===== src/cst_pkg.sv =====
// Package with the types, constants and scanner functions of the C source tokenizer.
`timescale 1ns / 1ps
`default_nettype none
package cst_pkg;

   localparam int OFFSET_BITS = 32;
   localparam int LENGTH_BITS = 16;
   localparam int LINE_BITS   = 24;
   localparam int KIND_BITS   = 7;
   localparam int FIFO_DEPTH  = 8;
   localparam int FIFO_PTR_BITS = 3;
   localparam int FIFO_CNT_BITS = 4;
   localparam int MAX_RESULTS = 3;

   localparam logic [OFFSET_BITS-1:0] OFFSET_MAX = '1;
   localparam logic [LENGTH_BITS-1:0] LENGTH_MAX = '1;
   localparam logic [LINE_BITS-1:0]   LINE_MAX   = '1;

   localparam logic [KIND_BITS-1:0] K_EOF      = 7'd0;
   localparam logic [KIND_BITS-1:0] K_ERROR    = 7'd1;
   localparam logic [KIND_BITS-1:0] K_IDENT    = 7'd2;
   localparam logic [KIND_BITS-1:0] K_INT      = 7'd3;
   localparam logic [KIND_BITS-1:0] K_FLOAT    = 7'd4;
   localparam logic [KIND_BITS-1:0] K_CHARLIT  = 7'd5;
   localparam logic [KIND_BITS-1:0] K_STRLIT   = 7'd6;
   localparam logic [KIND_BITS-1:0] K_KW0      = 7'd7;
   localparam logic [KIND_BITS-1:0] K_INC      = 7'd39;
   localparam logic [KIND_BITS-1:0] K_DEC      = 7'd40;
   localparam logic [KIND_BITS-1:0] K_ARROW    = 7'd41;
   localparam logic [KIND_BITS-1:0] K_EQ       = 7'd42;
   localparam logic [KIND_BITS-1:0] K_NE       = 7'd43;
   localparam logic [KIND_BITS-1:0] K_LE       = 7'd44;
   localparam logic [KIND_BITS-1:0] K_SHL      = 7'd45;
   localparam logic [KIND_BITS-1:0] K_GE       = 7'd46;
   localparam logic [KIND_BITS-1:0] K_SHR      = 7'd47;
   localparam logic [KIND_BITS-1:0] K_LAND     = 7'd48;
   localparam logic [KIND_BITS-1:0] K_LOR      = 7'd49;
   localparam logic [KIND_BITS-1:0] K_ELLIPSIS = 7'd50;
   localparam logic [KIND_BITS-1:0] K_LPAREN   = 7'd51;
   localparam logic [KIND_BITS-1:0] K_RPAREN   = 7'd52;
   localparam logic [KIND_BITS-1:0] K_LBRACK   = 7'd53;
   localparam logic [KIND_BITS-1:0] K_RBRACK   = 7'd54;
   localparam logic [KIND_BITS-1:0] K_LBRACE   = 7'd55;
   localparam logic [KIND_BITS-1:0] K_RBRACE   = 7'd56;
   localparam logic [KIND_BITS-1:0] K_SEMI     = 7'd57;
   localparam logic [KIND_BITS-1:0] K_COMMA    = 7'd58;
   localparam logic [KIND_BITS-1:0] K_DOT      = 7'd59;
   localparam logic [KIND_BITS-1:0] K_AMP      = 7'd60;
   localparam logic [KIND_BITS-1:0] K_STAR     = 7'd61;
   localparam logic [KIND_BITS-1:0] K_PLUS     = 7'd62;
   localparam logic [KIND_BITS-1:0] K_MINUS    = 7'd63;
   localparam logic [KIND_BITS-1:0] K_TILDE    = 7'd64;
   localparam logic [KIND_BITS-1:0] K_BANG     = 7'd65;
   localparam logic [KIND_BITS-1:0] K_SLASH    = 7'd66;
   localparam logic [KIND_BITS-1:0] K_PERCENT  = 7'd67;
   localparam logic [KIND_BITS-1:0] K_LT       = 7'd68;
   localparam logic [KIND_BITS-1:0] K_GT       = 7'd69;
   localparam logic [KIND_BITS-1:0] K_CARET    = 7'd70;
   localparam logic [KIND_BITS-1:0] K_PIPE     = 7'd71;
   localparam logic [KIND_BITS-1:0] K_QUEST    = 7'd72;
   localparam logic [KIND_BITS-1:0] K_COLON    = 7'd73;
   localparam logic [KIND_BITS-1:0] K_ASSIGN   = 7'd74;

   localparam logic [63:0] KW_TEXT [32] = '{
      64'("auto"), 64'("break"), 64'("case"), 64'("char"), 64'("const"),
      64'("continue"), 64'("default"), 64'("do"), 64'("double"), 64'("else"),
      64'("enum"), 64'("extern"), 64'("float"), 64'("for"), 64'("goto"),
      64'("if"), 64'("int"), 64'("long"), 64'("register"), 64'("return"),
      64'("short"), 64'("signed"), 64'("sizeof"), 64'("static"), 64'("struct"),
      64'("switch"), 64'("typedef"), 64'("union"), 64'("unsigned"), 64'("void"),
      64'("volatile"), 64'("while")};
   localparam logic [3:0] KW_LEN [32] = '{
      4'd4, 4'd5, 4'd4, 4'd4, 4'd5, 4'd8, 4'd7, 4'd2, 4'd6, 4'd4,
      4'd4, 4'd6, 4'd5, 4'd3, 4'd4, 4'd2, 4'd3, 4'd4, 4'd8, 4'd6,
      4'd5, 4'd6, 4'd6, 4'd6, 4'd6, 4'd6, 4'd7, 4'd5, 4'd8, 4'd4,
      4'd8, 4'd5};

   typedef enum logic [4:0] {
      M_IDLE, M_LINE, M_BLOCK, M_BSTAR, M_SLASH, M_OP, M_DOT1, M_DOT2,
      M_IDENT, M_ZERO, M_OCT, M_DEC, M_HEX, M_SUFFIX, M_NUMDOT, M_FRAC,
      M_EXPS, M_EXPD, M_LIT, M_ESC
   } scan_mode_type;

   typedef struct packed {
      logic [7:0] ch;
      logic       end_of_source;
   } req_type;

   typedef struct packed {
      logic [KIND_BITS-1:0]   token_kind;
      logic [OFFSET_BITS-1:0] token_start;
      logic [LENGTH_BITS-1:0] token_length;
      logic [LINE_BITS-1:0]   token_line;
      logic                   last_of_run;
   } rsp_type;

   typedef struct packed {
      scan_mode_type          mode;
      logic [OFFSET_BITS-1:0] offset;
      logic [LINE_BITS-1:0]   line;
      logic [OFFSET_BITS-1:0] tbegin;
      logic [LENGTH_BITS-1:0] tlen;
      logic [LINE_BITS-1:0]   tline;
      logic [7:0]             look;
      logic [63:0]            word;
      logic                   cr;
   } tok_state_type;

   typedef struct packed {
      tok_state_type st;
      logic          emit;
      rsp_type       tok;
      logic          again;
   } pass_type;

   function automatic tok_state_type reset_state();
      tok_state_type s;
      s = '0;
      s.mode  = M_IDLE;
      s.line  = LINE_BITS'(1);
      s.tline = LINE_BITS'(1);
      return s;
   endfunction

   function automatic logic [OFFSET_BITS-1:0] inc_off(logic [OFFSET_BITS-1:0] v);
      return (v == OFFSET_MAX) ? v : v + OFFSET_BITS'(1);
   endfunction

   function automatic logic [LENGTH_BITS-1:0] inc_len(logic [LENGTH_BITS-1:0] v);
      return (v == LENGTH_MAX) ? v : v + LENGTH_BITS'(1);
   endfunction

   function automatic logic [LINE_BITS-1:0] inc_line(logic [LINE_BITS-1:0] v);
      return (v == LINE_MAX) ? v : v + LINE_BITS'(1);
   endfunction

   function automatic logic is_digit(logic [7:0] c);
      return (c >= "0") && (c <= "9");
   endfunction

   function automatic logic is_alpha(logic [7:0] c);
      logic [7:0] l;
      l = c | 8'h20;
      return (c < 8'd128) && (l >= "a") && (l <= "z");
   endfunction

   function automatic logic is_hex(logic [7:0] c);
      logic [7:0] l;
      l = c | 8'h20;
      return is_digit(c) || ((c < 8'd128) && (l >= "a") && (l <= "f"));
   endfunction

   function automatic logic is_isuf(logic [7:0] c);
      return (c == "u") || (c == "U") || (c == "l") || (c == "L");
   endfunction

   function automatic logic is_fsuf(logic [7:0] c);
      return (c == "f") || (c == "F") || (c == "l") || (c == "L");
   endfunction

   function automatic logic [KIND_BITS-1:0] single_kind(logic [7:0] c);
      logic [KIND_BITS-1:0] k;
      unique case (c)
         "(":     k = K_LPAREN;
         ")":     k = K_RPAREN;
         "[":     k = K_LBRACK;
         "]":     k = K_RBRACK;
         "{":     k = K_LBRACE;
         "}":     k = K_RBRACE;
         ";":     k = K_SEMI;
         ",":     k = K_COMMA;
         ".":     k = K_DOT;
         "&":     k = K_AMP;
         "*":     k = K_STAR;
         "+":     k = K_PLUS;
         "-":     k = K_MINUS;
         "~":     k = K_TILDE;
         "!":     k = K_BANG;
         "/":     k = K_SLASH;
         "%":     k = K_PERCENT;
         "<":     k = K_LT;
         ">":     k = K_GT;
         "^":     k = K_CARET;
         "|":     k = K_PIPE;
         "?":     k = K_QUEST;
         ":":     k = K_COLON;
         "=":     k = K_ASSIGN;
         default: k = K_ERROR;
      endcase
      return k;
   endfunction

   function automatic logic [KIND_BITS-1:0] pair_kind(logic [7:0] a, logic [7:0] c);
      logic [KIND_BITS-1:0] k;
      unique case ({a, c})
         {"+", "+"}: k = K_INC;
         {"-", "-"}: k = K_DEC;
         {"-", ">"}: k = K_ARROW;
         {"=", "="}: k = K_EQ;
         {"!", "="}: k = K_NE;
         {"<", "="}: k = K_LE;
         {"<", "<"}: k = K_SHL;
         {">", "="}: k = K_GE;
         {">", ">"}: k = K_SHR;
         {"&", "&"}: k = K_LAND;
         {"|", "|"}: k = K_LOR;
         default:    k = K_ERROR;
      endcase
      return k;
   endfunction

   function automatic logic [KIND_BITS-1:0] ident_kind(tok_state_type s);
      logic [63:0]          v;
      logic [KIND_BITS-1:0] k;
      v = '0;
      k = K_IDENT;
      for (int i = 0; i < 8; i++) begin
         if (LENGTH_BITS'(i) < s.tlen) begin
            v = {v[55:0], s.word[i*8 +: 8]};
         end
      end
      if (s.tlen <= LENGTH_BITS'(8)) begin
         for (int i = 0; i < 32; i++) begin
            if ((v == KW_TEXT[i]) && (s.tlen[3:0] == KW_LEN[i])) begin
               k = K_KW0 + KIND_BITS'(i);
            end
         end
      end
      return k;
   endfunction

   function automatic logic [KIND_BITS-1:0] lit_kind(tok_state_type s);
      return (s.look == "\"") ? K_STRLIT : K_CHARLIT;
   endfunction

   function automatic rsp_type mk_tok(logic [KIND_BITS-1:0] kind,
                                      logic [OFFSET_BITS-1:0] start,
                                      logic [LENGTH_BITS-1:0] len,
                                      logic [LINE_BITS-1:0] line);
      rsp_type t;
      t.token_kind   = kind;
      t.token_start  = start;
      t.token_length = len;
      t.token_line   = line;
      t.last_of_run  = 1'b0;
      return t;
   endfunction

   function automatic rsp_type cur_tok(tok_state_type s, logic [KIND_BITS-1:0] kind);
      return mk_tok(kind, s.tbegin, s.tlen, s.tline);
   endfunction

   function automatic pass_type num_other(pass_type p, logic [7:0] c);
      pass_type r;
      r = p;
      if (c == ".") begin
         r.st.mode = M_NUMDOT;
      end else if ((c == "e") || (c == "E")) begin
         r.st.tlen = inc_len(r.st.tlen);
         r.st.mode = M_EXPS;
      end else if (is_isuf(c)) begin
         r.st.tlen = inc_len(r.st.tlen);
         r.st.mode = M_SUFFIX;
      end else begin
         r.emit    = 1'b1;
         r.tok     = cur_tok(p.st, K_INT);
         r.st.mode = M_IDLE;
         r.again   = 1'b1;
      end
      return r;
   endfunction

   function automatic pass_type float_end(pass_type p, logic [7:0] c);
      pass_type r;
      r = p;
      r.emit    = 1'b1;
      r.st.mode = M_IDLE;
      if (is_fsuf(c)) begin
         r.st.tlen = inc_len(r.st.tlen);
      end else begin
         r.again = 1'b1;
      end
      r.tok = cur_tok(r.st, K_FLOAT);
      return r;
   endfunction

   // One scanner step on one byte; a set again flag means the byte is scanned again.
   function automatic pass_type scan_pass(tok_state_type s, logic [7:0] c,
                                          logic [OFFSET_BITS-1:0] pos);
      pass_type r;
      r.st    = s;
      r.emit  = 1'b0;
      r.tok   = '0;
      r.again = 1'b0;
      unique case (s.mode)
         M_IDLE: begin
            priority if ((c == " ") || (c == 8'h09)) begin
            end else if (c == 8'h0A) begin
               r.st.line = inc_line(s.line);
            end else if (c == 8'h0D) begin
               r.st.line = inc_line(s.line);
               r.st.cr   = 1'b1;
            end else if (c == "#") begin
               r.st.mode = M_LINE;
            end else if ((c == "/") || (c == ".") || (c == "+") || (c == "-") ||
                         (c == "=") || (c == "!") || (c == "<") || (c == ">") ||
                         (c == "&") || (c == "|") || (c == "'") || (c == "\"") ||
                         is_alpha(c) || (c == "_") || is_digit(c)) begin
               r.st.tbegin = pos;
               r.st.tlen   = LENGTH_BITS'(1);
               r.st.tline  = s.line;
               r.st.look   = c;
               priority if (c == "/") r.st.mode = M_SLASH;
               else if (c == ".") r.st.mode = M_DOT1;
               else if ((c == "'") || (c == "\"")) r.st.mode = M_LIT;
               else if (is_alpha(c) || (c == "_")) begin
                  r.st.mode      = M_IDENT;
                  r.st.word[7:0] = c;
               end else if (c == "0") r.st.mode = M_ZERO;
               else if (is_digit(c)) r.st.mode = M_DEC;
               else r.st.mode = M_OP;
            end else begin
               r.emit = 1'b1;
               r.tok  = mk_tok(single_kind(c), pos, LENGTH_BITS'(1), s.line);
            end
         end
         M_LINE: begin
            if (c == 8'h0A) begin
               r.st.mode = M_IDLE;
               r.again   = 1'b1;
            end
         end
         M_BLOCK: begin
            if (c == "*") r.st.mode = M_BSTAR;
            else if (c == 8'h0A) r.st.line = inc_line(s.line);
         end
         M_BSTAR: begin
            if (c == "/") r.st.mode = M_IDLE;
            else if (c != "*") begin
               r.st.mode = M_BLOCK;
               if (c == 8'h0A) r.st.line = inc_line(s.line);
            end
         end
         M_SLASH: begin
            if (c == "/") r.st.mode = M_LINE;
            else if (c == "*") r.st.mode = M_BLOCK;
            else begin
               r.emit    = 1'b1;
               r.tok     = cur_tok(s, K_SLASH);
               r.st.mode = M_IDLE;
               r.again   = 1'b1;
            end
         end
         M_OP: begin
            r.emit    = 1'b1;
            r.st.mode = M_IDLE;
            if (pair_kind(s.look, c) != K_ERROR) begin
               r.tok = mk_tok(pair_kind(s.look, c), s.tbegin, LENGTH_BITS'(2), s.tline);
            end else begin
               r.tok   = cur_tok(s, single_kind(s.look));
               r.again = 1'b1;
            end
         end
         M_DOT1: begin
            if (c == ".") begin
               r.st.tlen = inc_len(s.tlen);
               r.st.mode = M_DOT2;
            end else begin
               r.emit    = 1'b1;
               r.tok     = mk_tok(K_DOT, s.tbegin, LENGTH_BITS'(1), s.tline);
               r.st.mode = M_IDLE;
               r.again   = 1'b1;
            end
         end
         M_DOT2: begin
            r.emit = 1'b1;
            if (c == ".") begin
               r.tok     = mk_tok(K_ELLIPSIS, s.tbegin, LENGTH_BITS'(3), s.tline);
               r.st.mode = M_IDLE;
            end else begin
               r.tok       = mk_tok(K_DOT, s.tbegin, LENGTH_BITS'(1), s.tline);
               r.st.tbegin = inc_off(s.tbegin);
               r.st.tlen   = LENGTH_BITS'(1);
               r.st.mode   = M_DOT1;
               r.again     = 1'b1;
            end
         end
         M_IDENT: begin
            if (is_alpha(c) || is_digit(c) || (c == "_")) begin
               if (s.tlen < LENGTH_BITS'(8)) r.st.word[{s.tlen[2:0], 3'b000} +: 8] = c;
               r.st.tlen = inc_len(s.tlen);
            end else begin
               r.emit    = 1'b1;
               r.tok     = cur_tok(s, ident_kind(s));
               r.st.mode = M_IDLE;
               r.again   = 1'b1;
            end
         end
         M_ZERO: begin
            if ((c == "x") || (c == "X")) begin
               r.st.tlen = inc_len(s.tlen);
               r.st.mode = M_HEX;
            end else if ((c >= "0") && (c <= "7")) begin
               r.st.tlen = inc_len(s.tlen);
               r.st.mode = M_OCT;
            end else begin
               r = num_other(r, c);
            end
         end
         M_OCT: begin
            if ((c >= "0") && (c <= "7")) r.st.tlen = inc_len(s.tlen);
            else r = num_other(r, c);
         end
         M_DEC: begin
            if (is_digit(c)) r.st.tlen = inc_len(s.tlen);
            else r = num_other(r, c);
         end
         M_HEX: begin
            if (is_hex(c)) r.st.tlen = inc_len(s.tlen);
            else if (is_isuf(c)) begin
               r.st.tlen = inc_len(s.tlen);
               r.st.mode = M_SUFFIX;
            end else begin
               r.emit    = 1'b1;
               r.tok     = cur_tok(s, K_INT);
               r.st.mode = M_IDLE;
               r.again   = 1'b1;
            end
         end
         M_SUFFIX: begin
            if (is_isuf(c)) r.st.tlen = inc_len(s.tlen);
            else begin
               r.emit    = 1'b1;
               r.tok     = cur_tok(s, K_INT);
               r.st.mode = M_IDLE;
               r.again   = 1'b1;
            end
         end
         M_NUMDOT: begin
            if (is_digit(c)) begin
               r.st.tlen = inc_len(inc_len(s.tlen));
               r.st.mode = M_FRAC;
            end else begin
               r.emit      = 1'b1;
               r.tok       = cur_tok(s, K_INT);
               r.st.tbegin = (pos != '0) ? pos - OFFSET_BITS'(1) : '0;
               r.st.tlen   = LENGTH_BITS'(1);
               r.st.mode   = M_DOT1;
               r.again     = 1'b1;
            end
         end
         M_FRAC: begin
            if (is_digit(c)) r.st.tlen = inc_len(s.tlen);
            else if ((c == "e") || (c == "E")) begin
               r.st.tlen = inc_len(s.tlen);
               r.st.mode = M_EXPS;
            end else r = float_end(r, c);
         end
         M_EXPS: begin
            if ((c == "+") || (c == "-") || is_digit(c)) begin
               r.st.tlen = inc_len(s.tlen);
               r.st.mode = M_EXPD;
            end else r = float_end(r, c);
         end
         M_EXPD: begin
            if (is_digit(c)) r.st.tlen = inc_len(s.tlen);
            else r = float_end(r, c);
         end
         M_LIT: begin
            r.st.tlen = inc_len(s.tlen);
            if (c == "\\") r.st.mode = M_ESC;
            else if (c == s.look) begin
               r.emit    = 1'b1;
               r.tok     = cur_tok(r.st, lit_kind(s));
               r.st.mode = M_IDLE;
            end
         end
         M_ESC: begin
            r.st.tlen = inc_len(s.tlen);
            r.st.mode = M_LIT;
         end
         default: begin
            r.st.mode = M_IDLE;
            r.again   = 1'b1;
         end
      endcase
      return r;
   endfunction

endpackage
`default_nettype wire


===== src/c_source_tokenizer_unit.sv =====
// Top level of the C source tokenizer: scanner state, up to three passes per byte, token queue.
//
//   channel   direction   payload            transfer when
//   req_      in          cst_pkg::req_type  req_valid && req_ready
//   rsp_      out         cst_pkg::rsp_type  rsp_valid && rsp_ready
//
// One source byte is taken per cycle; its tokens (at most three) land in an
// eight-entry queue in the same cycle and leave one per cycle from the next.
// The queue sets the rate: a byte is taken only while three entries are free.
// Reset clears the scanner to its start state and empties the queue.
// A stalled result side fills the queue and then holds the request side.
`timescale 1ns / 1ps
`default_nettype none
module c_source_tokenizer_unit (
   input  wire logic             clock,
   input  wire logic             reset,
   input  wire logic             req_valid,
   output logic                  req_ready,
   input  wire cst_pkg::req_type req_data,
   output logic                  rsp_valid,
   input  wire logic             rsp_ready,
   output cst_pkg::rsp_type      rsp_data
);
   import cst_pkg::*;

   tok_state_type             state_ff, state_in;
   rsp_type                   fifo_ff [FIFO_DEPTH];
   logic [FIFO_PTR_BITS-1:0]  wr_ff, rd_ff;
   logic [FIFO_CNT_BITS-1:0]  count_ff;

   pass_type                  p1, p2, p3;
   tok_state_type             s0;
   rsp_type                   tok_src [MAX_RESULTS];
   logic [MAX_RESULTS-1:0]    tok_vld;
   rsp_type                   slot [MAX_RESULTS];
   logic [1:0]                n_push;
   logic                      accept, pop;
   logic [7:0]                c;
   logic [OFFSET_BITS-1:0]    pos;

   assign c         = req_data.ch;
   assign pos       = state_ff.offset;
   assign req_ready = (count_ff <= FIFO_CNT_BITS'(FIFO_DEPTH - MAX_RESULTS));
   assign accept    = req_valid && req_ready;
   assign rsp_valid = (count_ff != '0);
   assign pop       = rsp_valid && rsp_ready;
   assign rsp_data  = fifo_ff[rd_ff];

   always_comb begin
      s0    = state_ff;
      s0.cr = 1'b0;
      p1 = scan_pass(s0, c, pos);
      p2 = scan_pass(p1.st, c, pos);
      p3 = scan_pass(p2.st, c, pos);
      tok_src[0] = '0;
      tok_src[1] = '0;
      tok_src[2] = '0;
      tok_vld    = '0;
      state_in   = state_ff;
      if (req_data.end_of_source) begin
         state_in = reset_state();
         unique case (state_ff.mode)
            M_SLASH: begin
               tok_src[0] = cur_tok(state_ff, K_SLASH);
               tok_vld[0] = 1'b1;
            end
            M_OP: begin
               tok_src[0] = cur_tok(state_ff, single_kind(state_ff.look));
               tok_vld[0] = 1'b1;
            end
            M_DOT1: begin
               tok_src[0] = mk_tok(K_DOT, state_ff.tbegin, LENGTH_BITS'(1), state_ff.tline);
               tok_vld[0] = 1'b1;
            end
            M_DOT2: begin
               tok_src[0] = mk_tok(K_DOT, state_ff.tbegin, LENGTH_BITS'(1), state_ff.tline);
               tok_src[1] = mk_tok(K_DOT, inc_off(state_ff.tbegin), LENGTH_BITS'(1),
                                   state_ff.tline);
               tok_vld[1:0] = 2'b11;
            end
            M_IDENT: begin
               tok_src[0] = cur_tok(state_ff, ident_kind(state_ff));
               tok_vld[0] = 1'b1;
            end
            M_ZERO, M_OCT, M_DEC, M_HEX, M_SUFFIX: begin
               tok_src[0] = cur_tok(state_ff, K_INT);
               tok_vld[0] = 1'b1;
            end
            M_NUMDOT: begin
               tok_src[0] = cur_tok(state_ff, K_INT);
               tok_src[1] = mk_tok(K_DOT,
                                   (pos != '0) ? pos - OFFSET_BITS'(1) : '0,
                                   LENGTH_BITS'(1), state_ff.tline);
               tok_vld[1:0] = 2'b11;
            end
            M_FRAC, M_EXPS, M_EXPD: begin
               tok_src[0] = cur_tok(state_ff, K_FLOAT);
               tok_vld[0] = 1'b1;
            end
            M_LIT, M_ESC: begin
               tok_src[0] = cur_tok(state_ff, lit_kind(state_ff));
               tok_vld[0] = 1'b1;
            end
            default: begin
            end
         endcase
         tok_src[2] = mk_tok(K_EOF, pos, '0, state_ff.line);
         tok_vld[2] = 1'b1;
      end else if (state_ff.cr && (c == 8'h0A)) begin
         state_in.cr     = 1'b0;
         state_in.offset = inc_off(pos);
      end else begin
         tok_src[0] = p1.tok;
         tok_src[1] = p2.tok;
         tok_src[2] = p3.tok;
         tok_vld[0] = p1.emit;
         tok_vld[1] = p1.again && p2.emit;
         tok_vld[2] = p1.again && p2.again && p3.emit;
         state_in   = !p1.again ? p1.st : (!p2.again ? p2.st : p3.st);
         state_in.offset = inc_off(pos);
      end
   end

   always_comb begin
      slot[0] = '0;
      slot[1] = '0;
      slot[2] = '0;
      n_push  = '0;
      for (int i = 0; i < MAX_RESULTS; i++) begin
         if (tok_vld[i]) begin
            slot[n_push] = tok_src[i];
            n_push       = n_push + 2'd1;
         end
      end
      if (n_push != '0) begin
         slot[n_push - 2'd1].last_of_run = 1'b1;
      end
   end

   always_ff @(posedge clock) begin
      if (reset) begin
         state_ff <= reset_state();
         wr_ff    <= '0;
         rd_ff    <= '0;
         count_ff <= '0;
      end else begin
         if (accept) begin
            state_ff <= state_in;
            wr_ff    <= wr_ff + FIFO_PTR_BITS'(n_push);
         end
         if (pop) begin
            rd_ff <= rd_ff + FIFO_PTR_BITS'(1);
         end
         count_ff <= count_ff + (accept ? FIFO_CNT_BITS'(n_push) : '0)
                     - (pop ? FIFO_CNT_BITS'(1) : '0);
      end
   end

   always_ff @(posedge clock) begin
      if (accept) begin
         for (int k = 0; k < MAX_RESULTS; k++) begin
            if (FIFO_CNT_BITS'(k) < FIFO_CNT_BITS'(n_push)) begin
               fifo_ff[wr_ff + FIFO_PTR_BITS'(k)] <= slot[k];
            end
         end
      end
   end

endmodule
`default_nettype wire


===== config.mk =====
export PLATFORM = sky130hd
export DESIGN_NAME = c_source_tokenizer_unit
export DESIGN_NICKNAME = d
export VERILOG_FILES = /design/src/cst_pkg.sv /design/src/c_source_tokenizer_unit.sv
export SDC_FILE = /design/constraint.sdc
export NUM_CORES = 2
export LEC_CHECK = 0
export BUFFER_PORTS_ARGS = -buffer_cell sky130_fd_sc_hd__buf_2
export CAP_MARGIN = 0
export CORE_ASPECT_RATIO = 0.7
export CORE_UTILIZATION = 40
export CTS_CLUSTER_SIZE = 12
export DETAILED_ROUTE_END_ITERATION = 7
export PLACE_DENSITY = 0.52
export SLEW_MARGIN = 40
export SYNTH_ARGS = -nofsm -noshare
export SYNTH_HDL_FRONTEND = slang
export SYNTH_SLANG_ARGS = --single-unit

===== constraint.sdc =====
create_clock -name clock -period 15.63 [get_ports clock]
set_clock_uncertainty 0.1 [all_clocks]
set_input_delay 0.7815 -clock clock [delete_from_list [all_inputs] [get_ports clock]]
set_output_delay 0.7815 -clock clock [all_outputs]
set_load 0.1 [all_outputs]

# --- Word-level counts from Yosys, hierarchy flattened ---
# Memories as Yosys holds them, arrays and structs flattened. A register that Yosys moved wholly into a read port is not among the register bits.
# Index checks and enable logic that the tools add are counted.
totals:
  regBits: 216
  ram_bits: 640
  inputBits: 13
  n_memories: 1
op_classes:
  add_sub_neg: 26
  magnitude_cmp: 47
  eq_ne: 380
  shifts: 6
  mux: 569
  bitwise: 3
  n_reduce_logical: 190
memory_table:
  columns: ["memory", "depth", "word_bits", "rd", "rd_clocked_by_memory_dff", "wr", "line_no", "text"]
  rows:
  - ["fifo_ff", 8, 80, 1, 1, 3, "c_source_tokenizer_unit.sv:27", "rsp_type fifo_ff [FIFO_DEPTH];"]
ops:
  columns: ["cell", "count"]
  rows:
  - ["$mux 82", 48]
  - ["$pmux 81 s16", 3]
  - ["$mux 179", 12]
  - ["$eq 64x31->1 const B", 32]
  - ["$eq 64x47->1 const B", 32]
  - ["$mux 64", 29]
  - ["$eq 64x39->1 const B", 24]
  - ["$mux 93", 16]
  - ["$mux 80", 18]
  - ["$mux 81", 15]
  - ["$mux 240", 5]
  - ["$pmux 56 s7", 3]
  - ["$pmux 32 s7", 5]
  - ["$mux 16", 68]
  - ["$eq 64x63->1 const B", 16]
  - ["$mux 7", 131]
  - ["$bwmux 240", 3]
  - ["$mux 90", 8]
  - ["$pmux 16 s14", 3]
  - ["$pmux 7 s24", 4]
  - ["$mux 206", 3]
  - ["$eq 8x6->1 const B", 76]
  - ["$mux 24", 24]
  - ["$pmux 80 s7", 1]
  - ["89 further kinds", 642]

# --- Logic depth before layout (Yosys ltp) ---
depth:
  ltp_word: 96
  depth_mapped: 31

# --- Least setup slack after synthesis ---
# No wires, ideal clock.
synth_path:
  kind: "input to register"
  from: "input port req_data[1] (netlist bit)"
  to: "memory fifo_ff[0][0] (netlist bit), enable pin"
  setup_ns: 0.629
  arrival_time_ns: 10.640
  slack_ns: 4.262
  path_stages: 22
  path_buffers: 7
  cell_sequence: "buf_2 -> or4b_4 -> o211ai_2 -> a31oi_1 -> or4_1 -> buf_2 -> nor4_4 -> and4_1 -> buf_2 -> buf_4 -> buf_4 -> buf_2 -> nand2_1 -> a21oi_1 -> a21oi_1 -> ha_1 -> clkbuf_1 -> inv_1 -> nor2_1 -> nor2_1 -> o21bai_1 -> o21ai_0"
synth_rtl:
  columns: ["item", "line_no", "text"]
  rows:
  - ["start: declaration", "c_source_tokenizer_unit.sv:19", "input wire cst_pkg::req_type req_data,"]
  - ["end: declaration", "c_source_tokenizer_unit.sv:27", null]

# --- Final worst setup path ---
layout_path:
  from: "register state_ff (netlist bit s0[98])"
  to: "register state_ff (netlist bit s0[2])"
layout_between:
  elab_chain_len: 31
  word_cells_on_any_way: 123
  cone_classes: "7 x add/sub; 3 x order compare; 4 x eq/ne; 6 x shift; 103 x mux"
layout_lines:
  columns: ["item", "line_no", "text"]
  rows:
  - ["start: declaration", "c_source_tokenizer_unit.sv:26", "tok_state_type state_ff, state_in;"]
  - ["start signal: assignment", "c_source_tokenizer_unit.sv:142", "state_ff <= reset_state();"]
  - ["start signal: assignment", "c_source_tokenizer_unit.sv:148", "state_ff <= state_in;"]
  - ["branches (longest 28 deep; another with $add 16x1->16)", null, null]
  - ["$mux 206 *", "c_source_tokenizer_unit.sv:119", "state_in = !p1.again ? p1.st : (!p2.again ? p2.st : p3.st);"]
  - ["$mux 168 *", "c_source_tokenizer_unit.sv:109", "end else if (state_ff.cr && (c == 8'h0A)) begin"]
  - ["$mux 206 *", "c_source_tokenizer_unit.sv:60", "if (req_data.end_of_source) begin"]
# Mark *: on every way between the ends. The select of a mux whose other input is x is not followed.
# A chain may end at the register's enable or synchronous reset.

==> metrics.txt <==
synth unique cells=138; Sequential Power Share=between 30% and 40%; clock power share=between 20% and 30%; flops & latches, synth=859; Top FF cell, synth=edfxtp_1; share of cells above drive strength 1=14.1%; Iter 0 DRT Violations=approximately 14000; Tot Pwr=8.41 mW; Worst slew margin=27.5%; Synth warnings=0; Post-Syn Area=0.0701 mm2; Initial Util=40.3%; P_leak=24.3 nW; pwr/cell area=about 110 mW/mm2; Crit-path slowest cell=ha_1; pin count of the biggest net entering global routing=113; Post-synth EDFFs=between 600 and 700; TritonCTS Buffers=95; shortest period the worst path allows=10.83 ns; syn nets=8160; worst hold path class=in2reg; TritonRoute pass-1 iters=8; drt drc=5; status=complete, but fails checks; Switching Share=43.4%; Crit path largest cell delay=0.99 ns; initial antenna violation count=8; Routed WL per cell=38.8 um; Slew Viols, Final=0; GRT overflow=0; failing checks=DRC; Hold Fails Final Rpt=0; DR vias/cell=around 7.5; NetSw=3.65 mW; Bufs on Longest Clock Path=3; critical path class=reg2reg; die area=around 0.18 mm2; Hold Buf Count CTS=0; Clock Tree Root=clkbuf_16; WP data required=16.24 ns; setup TNS=0 ns; postcts setup bufs=0; crit path launch type=register; Placeable Area=0.174 mm2; # IOs=95; DP Wirelength=278000 um; clk_lat worst skew=between 0.7 and 0.8 ns; Syn-to-layout area delta=9.31%; # setup viols final=0; commonest non-fill, non-tap cell in the layout=nor2_1; IO buf count=94; most used cell, CP=ha_1; PostCTS Resize Cnt=0; commonest cells after routing, fill and taps aside=nor2_1, nand2_1, edfxtp_1; syn_area_per_cell=approximately 8.6 um2; clock slew at reported path FFs=0.07 ns; CTS H-tree lvls=3; period utilization=69.3%; nets@finish=7884; max-cap viol count=0; Via Count=around 77000; GRT Overall Usage=43.2%; Max Clk Rate=roughly 92 MHz; internal power=between 4 and 5 mW; width of the die=502 um; Final ANT Viol Nets=0; FFs w/ async S/R, synth=0%; Sink Count=859; Crit. End Element=register; Worst Tran Pin Value=1.09 ns; Crit path arrival time=11.43 ns; worst-path fanout max=18; Total Routed Length=398000 um; Die Y=around 350 um; register area share after synthesis=33.7%; vias in the first global route=slightly below 70000; Row Count=128; first-pass GRT wire length=551000 um; RSZ-0062 raised after global routing=false; Comb pwr share=39.9%; final RePlAce weighted congestion=1.12; cells after synthesis=8111; peak supply drop=0.145 mV; CTS tree=yes
==> power by group through the flow <==
stage	logic (mW)	clock network [mW]	registers, mW
global placement	3.19	0	2.76
finish	3.36	2.34	2.71
floorplan	2.29	0	2.73
global route	3.41	2.43	2.72
CTS	3.23	2.35	2.72
detailed placement	3.22	0	2.77
==> sequential cells by signal, summed over array words and instances, names as in the netlist, named ones only <==
register	count
fifo_ff	640
count_ff	4
rd_ff	3
wr_ff	3
s0	173
pos	32
state_ff	1
==> path summary, 6_finish.rpt <==
kind,cells past startpoint,endpoint,slack (ns),startpoint
hold reg to reg,2,register,0.38,rd_ff[1]
hold / removal,4,register,0.26,rsp_ready
setup / recovery,30,s0[2],4.80,s0[98]
setup reg to reg,30,s0[2],4.80,s0[98]
==> worst max-delay path: cells and delay by family (launching register included) <==
family | cells | cell delay [ns]
DFF | 1 | 0.78
adders and majority gates | 5 | 2.05
buffers and inverters | 5 | 1.29
muxes | 2 | 0.89
AOI/OAI and AO/OA | 11 | 3.66
and+or+nand+nor | 7 | 1.97
==> synth_stat cells, types with 53 or more instances <==
cell type    n  area (um2)
nor2_1     930        3490
nand2_1    768        2880
edfxtp_1   640       19200
clkbuf_1   475        1780
o21ai_0    458        2290
a22oi_1    411        3090
a21oi_1    381        1910
nand3_1    228        1140
o21ai_1    220        1100
dfxtp_1    219        4380
a221o_1    218        2180
nor3_1     208        1040
buf_2      188         941
mux4_2     160        3600
mux2_2     110        1240
o221ai_1   110         963
nand4_1    108         676
o22ai_1    108         676
nor4_1     106         663
mux2i_1     99         991
inv_1       89         334
xnor2_1     89         780
o211ai_1    84         631
a31oi_1     76         475
and3_1      74         463
a211oi_1    73         548
buf_1       71         267
a222oi_1    59         591
nand2b_1    59         369
xor2_1      57         499
or3_1       55         344
o31ai_1     53         398
==> area by class of cell <==
| cell class | count | area [um2] |
|---|---|---|
| Antenna cell | 12 | 30.0 |
| Clock inverter | 42 | 519 |
| Fill cell | 17200 | 97400 |
| Clock buffer | 122 | 2540 |
| Timing Repair Buffer | 406 | 3010 |
| Multi-Input combinational cell | 6381 | 43700 |
| Inverter | 92 | 345 |
| Tap cell | 2340 | 2930 |
| Sequential cell | 859 | 23600 |
==> layer usage <==
layer / track usage (%) / share of wire (%) / wire [um] / vias up
met4: 15.3 / 4.3 / 16900 / 12
met3: 20.9 / 17 / 67800 / 965
met5: 2.06 / 0.16 / 634 / -
met1: 62.7 / 42 / 167000 / 38100
met2: 53.8 / 36 / 145000 / 6473
li1: - / - / - / 31400
==> cell families after synthesis <==
group | after synthesis | share of synthesized area (%)
fa+ha+maj | 36 | 0.664
compound gates | 2889 | 29.5
simple gates | 2916 | 20.3
flops | 859 | 33.7
buf+inv | 871 | 5.28
xor+xnor | 148 | 1.87
mux | 392 | 8.69
==> per-stage QoR <==
| step | instances | utilization, % | setup WS (ns) | hold slack [ns] | cell area, um2 |
|---|---|---|---|---|---|
| floorplan | 8111 | - | 4.26 | 0.354 | 70100 |
| global route | 10200 | 44.0 | 4.39 | 0.285 | 76600 |
| finish | 10300 | 44.0 | 4.80 | 0.264 | 76600 |
| detailed placement | 10100 | 42.1 | 4.85 | 0.378 | 73400 |
| global placement | 10100 | 41.9 | 5.09 | 0.370 | 72900 |
| CTS | 10200 | 43.9 | 5.30 | 0.216 | 76400 |
(Power assumes the default switching activity.)
